### src/slri_pkg.sv
// ----------------------------------------------------------------------------
// slri_pkg: shared types and constants of the sorted list block
// Command and status codes, storage sizes and the command record that
// travels from the front queue to the list engine.
// ----------------------------------------------------------------------------
package slri_pkg;

	// storage cells and the widths that follow from them
	localparam int CELLS = 16;
	localparam int IDX_W = 4;
	localparam int CNT_W = 5;
	localparam int VAL_W = 32;

	// command codes
	typedef enum logic {
		OP_INSERT = 1'b0,
		OP_REMOVE = 1'b1
	} op_t;

	// status codes carried by every result of a command
	typedef enum logic [1:0] {
		STAT_DONE = 2'd0,
		STAT_FULL = 2'd1,
		STAT_MISS = 2'd2
	} status_t;

	// one queued command
	typedef struct packed {
		op_t                     op;
		logic signed [VAL_W-1:0] value;
	} cmd_t;

endpackage

### src/slri_front.sv
// ----------------------------------------------------------------------------
// slri_front: command intake
// Accepts push transactions, decodes the command and holds up to two
// commands in a small queue for the list engine.
// ----------------------------------------------------------------------------
module slri_front (
	input  logic                           clk,
	input  logic                           arst_n,
	input  logic                           push,
	output logic                           full,
	input  logic                           command,
	input  logic signed [slri_pkg::VAL_W-1:0] value,
	output logic                           cmd_valid,
	output slri_pkg::cmd_t                 cmd,
	input  logic                           cmd_take
);

	slri_pkg::cmd_t fifo_q [2];
	logic           wr_ptr_q;
	logic           rd_ptr_q;
	logic [1:0]     cnt_q;
	logic           do_push;
	logic           do_pop;

	assign full      = (cnt_q == 2'd2);
	assign cmd_valid = (cnt_q != 2'd0);
	assign cmd       = fifo_q[rd_ptr_q];
	assign do_push   = push && !full;
	assign do_pop    = cmd_take && cmd_valid;

	// queue storage, classified on entry
	always_ff @(posedge clk) begin
		if (do_push) begin
			fifo_q[wr_ptr_q].op    <= slri_pkg::op_t'(command);
			fifo_q[wr_ptr_q].value <= value;
		end
	end

	// queue pointers and fill level
	always_ff @(posedge clk or negedge arst_n) begin
		if (!arst_n) begin
			wr_ptr_q <= 1'b0;
			rd_ptr_q <= 1'b0;
			cnt_q    <= 2'd0;
		end else begin
			if (do_push) wr_ptr_q <= !wr_ptr_q;
			if (do_pop) rd_ptr_q <= !rd_ptr_q;
			case ({do_push, do_pop})
				2'b10:   cnt_q <= cnt_q + 2'd1;
				2'b01:   cnt_q <= cnt_q - 2'd1;
				default: cnt_q <= cnt_q;
			endcase
		end
	end

endmodule

### src/slri_back.sv
// ----------------------------------------------------------------------------
// slri_back: list engine
// Holds the sorted cells, applies one insert or remove in a single pass over
// all cells in parallel, then streams the list into the result register.
// ----------------------------------------------------------------------------
module slri_back #(
	parameter int CAPACITY = 16
) (
	input  logic                              clk,
	input  logic                              arst_n,
	input  logic                              cmd_valid,
	input  slri_pkg::cmd_t                    cmd,
	output logic                              cmd_take,
	output logic                              empty,
	input  logic                              pop,
	output logic [1:0]                        status,
	output logic                              entry_present,
	output logic [slri_pkg::IDX_W-1:0]        entry_index,
	output logic signed [slri_pkg::VAL_W-1:0] entry_value,
	output logic                              last
);

	localparam int EFF_CAP = (CAPACITY < slri_pkg::CELLS) ? CAPACITY : slri_pkg::CELLS;

	typedef enum logic [2:0] {
		S_IDLE   = 3'b001,
		S_EXEC   = 3'b010,
		S_STREAM = 3'b100
	} state_t;

	state_t                            state_q;
	slri_pkg::cmd_t                    cmd_q;
	logic signed [slri_pkg::VAL_W-1:0] cells_q [slri_pkg::CELLS];
	logic [slri_pkg::CNT_W-1:0]        count_q;
	logic [slri_pkg::IDX_W-1:0]        idx_q;
	slri_pkg::status_t                 stat_q;
	logic                              out_valid_q;

	logic [slri_pkg::CELLS-1:0]        lt;
	logic [slri_pkg::CELLS-1:0]        eq;
	logic [slri_pkg::CELLS-1:0]        after;
	logic                              run;
	logic signed [slri_pkg::VAL_W-1:0] ins_next [slri_pkg::CELLS];
	logic signed [slri_pkg::VAL_W-1:0] rem_next [slri_pkg::CELLS];
	logic                              found;
	logic                              can_ins;
	logic                              out_free;
	logic                              is_last;

	assign cmd_take = (state_q == S_IDLE);
	assign out_free = !out_valid_q || pop;
	assign empty    = !out_valid_q;
	assign is_last  = (count_q == '0)
		|| (({1'b0, idx_q} + slri_pkg::CNT_W'(1)) == count_q);
	assign can_ins  = (count_q < slri_pkg::CNT_W'(EFF_CAP));
	assign found    = |eq;

	// per-cell compares against the command value
	always_comb begin
		for (int i = 0; i < slri_pkg::CELLS; i++) begin
			lt[i] = (slri_pkg::CNT_W'(i) < count_q) && (cells_q[i] < cmd_q.value);
			eq[i] = (slri_pkg::CNT_W'(i) < count_q) && (cells_q[i] == cmd_q.value);
		end
	end

	// insert: cells below the slot stay, the slot takes the value, the rest move up
	always_comb begin
		ins_next[0] = lt[0] ? cells_q[0] : cmd_q.value;
		for (int i = 1; i < slri_pkg::CELLS; i++) begin
			if (lt[i])          ins_next[i] = cells_q[i];
			else if (lt[i-1])   ins_next[i] = cmd_q.value;
			else                ins_next[i] = cells_q[i-1];
		end
	end

	// remove: from the first match on, every cell but the top one takes its upper neighbor
	always_comb begin
		run = 1'b0;
		for (int i = 0; i < slri_pkg::CELLS; i++) begin
			run      = run | eq[i];
			after[i] = run;
		end
		for (int i = 0; i < slri_pkg::CELLS - 1; i++) begin
			rem_next[i] = after[i] ? cells_q[i+1] : cells_q[i];
		end
		rem_next[slri_pkg::CELLS-1] = cells_q[slri_pkg::CELLS-1];
	end

	// cell storage and command latch
	always_ff @(posedge clk) begin
		if (state_q == S_IDLE && cmd_valid) cmd_q <= cmd;
		if (state_q == S_EXEC) begin
			if (cmd_q.op == slri_pkg::OP_INSERT && can_ins) cells_q <= ins_next;
			else if (cmd_q.op == slri_pkg::OP_REMOVE && found) cells_q <= rem_next;
		end
	end

	// sequencer, count and status
	always_ff @(posedge clk or negedge arst_n) begin
		if (!arst_n) begin
			state_q <= S_IDLE;
			count_q <= '0;
			idx_q   <= '0;
			stat_q  <= slri_pkg::STAT_DONE;
		end else begin
			case (state_q)
				S_IDLE: begin
					if (cmd_valid) state_q <= S_EXEC;
				end
				S_EXEC: begin
					idx_q   <= '0;
					state_q <= S_STREAM;
					if (cmd_q.op == slri_pkg::OP_INSERT) begin
						if (can_ins) begin
							count_q <= count_q + slri_pkg::CNT_W'(1);
							stat_q  <= slri_pkg::STAT_DONE;
						end else begin
							stat_q  <= slri_pkg::STAT_FULL;
						end
					end else begin
						if (found) begin
							count_q <= count_q - slri_pkg::CNT_W'(1);
							stat_q  <= slri_pkg::STAT_DONE;
						end else begin
							stat_q  <= slri_pkg::STAT_MISS;
						end
					end
				end
				S_STREAM: begin
					if (out_free) begin
						if (is_last) state_q <= S_IDLE;
						else idx_q <= idx_q + slri_pkg::IDX_W'(1);
					end
				end
				default: state_q <= S_IDLE;
			endcase
		end
	end

	// result register valid flag
	always_ff @(posedge clk or negedge arst_n) begin
		if (!arst_n) begin
			out_valid_q <= 1'b0;
		end else if (state_q == S_STREAM && out_free) begin
			out_valid_q <= 1'b1;
		end else if (pop) begin
			out_valid_q <= 1'b0;
		end
	end

	// result register payload
	always_ff @(posedge clk) begin
		if (state_q == S_STREAM && out_free) begin
			status        <= stat_q;
			entry_present <= (count_q != '0);
			entry_index   <= (count_q != '0) ? idx_q : '0;
			entry_value   <= (count_q != '0) ? cells_q[idx_q] : '0;
			last          <= is_last;
		end
	end

endmodule

### src/sorted_list_insert_remove.sv
// Order: with the engine idle, a pushed command is written into the front
// queue, latched by the engine, applied to the cells and then streamed into
// the result register.
// Rate: the engine takes the next command only after streaming the whole
// list, one stored entry per cycle while the result register is free.
// Reset: arst_n clears the queues and empties the list; cell contents are
// left as they are and are never shown before being written.
// ----------------------------------------------------------------------------
// sorted_list_insert_remove: sorted list with insert and remove
// Front queue takes commands, the list engine applies them and streams the
// list after each command.
// ----------------------------------------------------------------------------
module sorted_list_insert_remove #(
	parameter int CAPACITY = 16
) (
	input  logic                              clk,
	input  logic                              arst_n,
	input  logic                              push,
	output logic                              full,
	input  logic                              command,
	input  logic signed [slri_pkg::VAL_W-1:0] value,
	output logic                              empty,
	input  logic                              pop,
	output logic [1:0]                        status,
	output logic                              entry_present,
	output logic [slri_pkg::IDX_W-1:0]        entry_index,
	output logic signed [slri_pkg::VAL_W-1:0] entry_value,
	output logic                              last
);

	logic           cmd_valid;
	logic           cmd_take;
	slri_pkg::cmd_t cmd;

	// command intake
	slri_front u_front (
		.clk      (clk),
		.arst_n   (arst_n),
		.push     (push),
		.full     (full),
		.command  (command),
		.value    (value),
		.cmd_valid(cmd_valid),
		.cmd      (cmd),
		.cmd_take (cmd_take)
	);

	// list engine
	slri_back #(
		.CAPACITY(CAPACITY)
	) u_back (
		.clk          (clk),
		.arst_n       (arst_n),
		.cmd_valid    (cmd_valid),
		.cmd          (cmd),
		.cmd_take     (cmd_take),
		.empty        (empty),
		.pop          (pop),
		.status       (status),
		.entry_present(entry_present),
		.entry_index  (entry_index),
		.entry_value  (entry_value),
		.last         (last)
	);

endmodule

### config.mk
export PLATFORM = sky130hd
export DESIGN_NAME = sorted_list_insert_remove
export DESIGN_NICKNAME = d
export VERILOG_FILES = /design/src/slri_pkg.sv /design/src/slri_front.sv /design/src/slri_back.sv /design/src/sorted_list_insert_remove.sv
export SDC_FILE = /design/constraint.sdc
export NUM_CORES = 2
export LEC_CHECK = 0
export ABC_AREA = 0
export ABC_CLOCK_PERIOD_IN_PS = 18200
export BUFFER_PORTS_ARGS = -buffer_cell sky130_fd_sc_hd__buf_4
export CAP_MARGIN = 0
export CORE_MARGIN = 2
export CORE_UTILIZATION = 25
export CTS_BUF_LIST = sky130_fd_sc_hd__clkbuf_4 sky130_fd_sc_hd__clkbuf_8
export DETAILED_ROUTE_END_ITERATION = 7
export PLACE_DENSITY = 0.5
export SETUP_SLACK_MARGIN = 0.02
export SYNTH_ARGS = -nofsm -noshare
export SYNTH_HDL_FRONTEND = slang
export SYNTH_SLANG_ARGS = --single-unit
export TNS_END_PERCENT = 50
### constraint.sdc
create_clock -name clk -period 18.2 [get_ports clk]
set_input_delay 3.64 -clock clk [delete_from_list [all_inputs] [get_ports clk]]
set_output_delay 3.64 -clock clk [all_outputs]
set_load 0.05 [all_outputs]
==> results.toml <==
[sta]
fin_setup_tns_ns = 0
tightest_slew_ns = 1.45
rsz0062_at_grt = "no"
setup_viol = 0
clock_skew_ns = 0.0387
fmax_mhz = 149
hold_viol_final = 0
fin_crit_sh_pct = 37.0
slew_headroom_pct = 2.55
min_period_ns = 6.73
slew_viol_final = 0

[worst_setup_path]
arrival_ns = 7.26
worstPathRequired_ns = 18.73
cp-end-kind = "flip-flop"
crit_path_top_delay_cell = "a211oi_4"
cp_top_family = "simple AND/OR/NAND/NOR gates"
worstPathCellList = "inv_1, ha_1, nand4_1, nor3_1, nand3_1, nor4b_2, nor3_1, a211o_1, buf_4, a211oi_4, buf_4"
path_class = "reg2reg"
cpPeakStageDelay_ns = 0.97
cp_max_fo = 19
path_buf_inv = 3
startpoint_type = "flip-flop"
r2r_slack_ns = 11.47

[outcome]
status = "completed"

[floorplan]
core-area_um2 = 186000
chipHeight_um = 436
ios = 79
die-area_um2 = 190000
start_util_pct = 25.2
rows = 158
fp.dieW_um = 436

[yosys]
synthAdderAreaFrac_pct = 13.0
synth-simple-area-share_pct = 11.5
synth_top_family_by_area = "multiplexers"
syn_area_per_cell_um2 = 10.9
synthXorXnorAreaFrac_pct = 0.862
synth_common_cells = "edfxtp_1, nand2_1, ha_1, a21oi_1, mux2i_1"
synth_compound_area_share_pct = 13.3
synth_flop_cell = "edfxtp_1"
mappedNetlistArea_um2 = 46700
ys_async_sr_fraction_pct = 2.84
synth_most_common_cell = "edfxtp_1"
yosys-top-cells-area = "edfxtp_1, ha_1, mux4_2, mux2i_1, nand2_1"
yosys.area.top_type_share_pct = 41.8
seq_area_frac_synth_pct = 42.8
ys_ff_latch = 670
synth_nets = 4803
synth_cell_types = 83
synth_edf_count = 651
synthMuxAreaShare_pct = 14.9
synthCells = 4280
yosysWarnings = 0
yosys.area.top_type = "edfxtp_1"

[routing]
firstDrtPassIters = 7
viasPerCell = 5.57
drc = 0
drt_iter0_drc = 5662
vias = 38300
ant_nets = 0
finalWirelength_mm = 209
wl_per_cell_um = 30.4

[clock_network]
cts_sinks = 670
path_clk_slew_ns = 0.06
cts.repair.resized = 0
insertion_delay_ns = 0.91
htree_levels = 4
post_cts_buffers = 0
numCtsBuffers = 131
cts_tree = "built"
root_buffer = "clkbuf_8"
cts_hold_buf = 0
cts.path.max_buffers = 3

[grt]
antenna_found_initial = 6
grt_usage_pct = 21.4
grt_pass1_wl_mm = 291
top_usage_layer = "met2"
met1_usage_pct = 30.1
use_met3_pct = 4.21
met2_usage_pct = 31.9
grt_max_degree = 197
grt_pass1_vias = 36200
grt-ovfl-total = 0

[power_and_ir_drop]
p_leak_nw = 20.0
ir_worst_vdd_v = 0.000212
power_density_nw_per_um2 = 187

[place]
place.gp.congestion = 0.958
hpwl_mm = 142
portBuffers = 78
placedCellCount = 6637

[layout]
multi_input_area_um2 = 25400
stdcell_count = 6875
seq_area_um2 = 20000
fill_cells = 19200
drive_gt1_share_pct = 13.8
syn2layout_area_growth_pct = 13.0
final_nets = 4813

[worst_hold_path]
hold_class = "reg2reg"

[flow_run]
drv_cap = 0
metrics by stage:
stage	total power, mW	util [%]	setup WS (ns)	area, um^2	hold slack [ns]
4_1_cts	9.78	28.4	11.61	52800	0.447
3_5_place_dp	8.18	27.1	11.65	50200	0.434
6_report	9.87	28.4	11.47	52800	0.445
2_1_floorplan	6.01	-	12.38	46700	0.419
3_3_place_gp	8.11	27.1	11.68	50200	0.434
5_1_grt	10.3	28.4	11.41	52800	0.460
cell type report:
class	instances	share of cell area, %
Clock buffer	178	4.11
Sequential cell	670	37.9
Timing Repair Buffer	144	2.12
Clock inverter	57	0.787
Antenna cell	3	0.0142
Tap cell	2480	5.88
Inverter	135	0.960
Multi-Input combinational cell	3208	48.2
path summary, 6_finish.rpt:
| check | from | endpoint | cells after the start |
|---|---|---|---|
| min in group asynchronous | arst_n | u_front.wr_ptr_q | 1 |
| worst min-delay path | u_back.stat_q[0] | u_back.status[0] | 0 |
| worst min register to register | u_back.stat_q[0] | u_back.status[0] | 0 |
| max in group asynchronous | arst_n | u_back.state_q[0] | 1 |
| worst max register to register | u_back.cmd_q[31] | u_back.cells_q[419] | 11 |
| worst max-delay path | u_back.cmd_q[31] | u_back.cells_q[419] | 11 |
flip-flops by register name, summed over array words and instances, names as in the netlist, 3 cells and up:
| signal | count |
|---|---|
| u_back.cmd_q | 33 |
| u_back.idx_q | 4 |
| u_back.entry_index | 4 |
| u_front.fifo_q | 66 |
| u_back.count_q | 5 |
| u_back.state_q | 3 |
| u_back.entry_value | 32 |
| u_back.cells_q | 512 |
per-layer routing:
| metal | vias to the layer above | wire length [um] |
|---|---|---|
| met5 | - | 0 |
| met4 | 0 | 8780 |
| met3 | 390 | 19200 |
| met2 | 2214 | 90400 |
| met1 | 19200 | 90300 |
| li1 | 16500 | - |
layout by cell type (no fill, tap or decap), drive strengths merged, types with 15 or more instances in the layout:
master  count
a21oi     325
mux2i     296
and2       39
o21ai     296
xor2       35
nor2      180
o221ai     33
nor4       26
dfrtp      18
buf       144
nand2     575
mux4      160
a21o       88
o21a       15
nor2b      19
mux2       36
edfxtp    651
nand4     108
o31a       32
a22o       32
nand3     148
inv       141
a211oi     20
clkbuf    178
o211ai     80
ha        486
nor3       39
clkinv     45
cell families (layout without fill, tap and decap cells):
family | Yosys count | after routing
and+or+nand+nor | 1186 | 1186
AOI/OAI and AO/OA | 998 | 998
DFF | 670 | 670
muxes | 492 | 492
adders and majority gates | 486 | 486
buffers and inverters | 402 | 514
xor gates and xnor gates | 46 | 46
other | 0 | 3
where the power goes:
part           total [mW]  internal, mW  leakage (nW)  switching [mW]
Sequential           2.59          2.20          6.15           0.397
Combinational        5.70          1.89          12.5            3.81
Clock                1.58         0.814          1.35           0.765
Total                9.87          4.90          20.0            4.97
(Power assumes the default switching activity.)
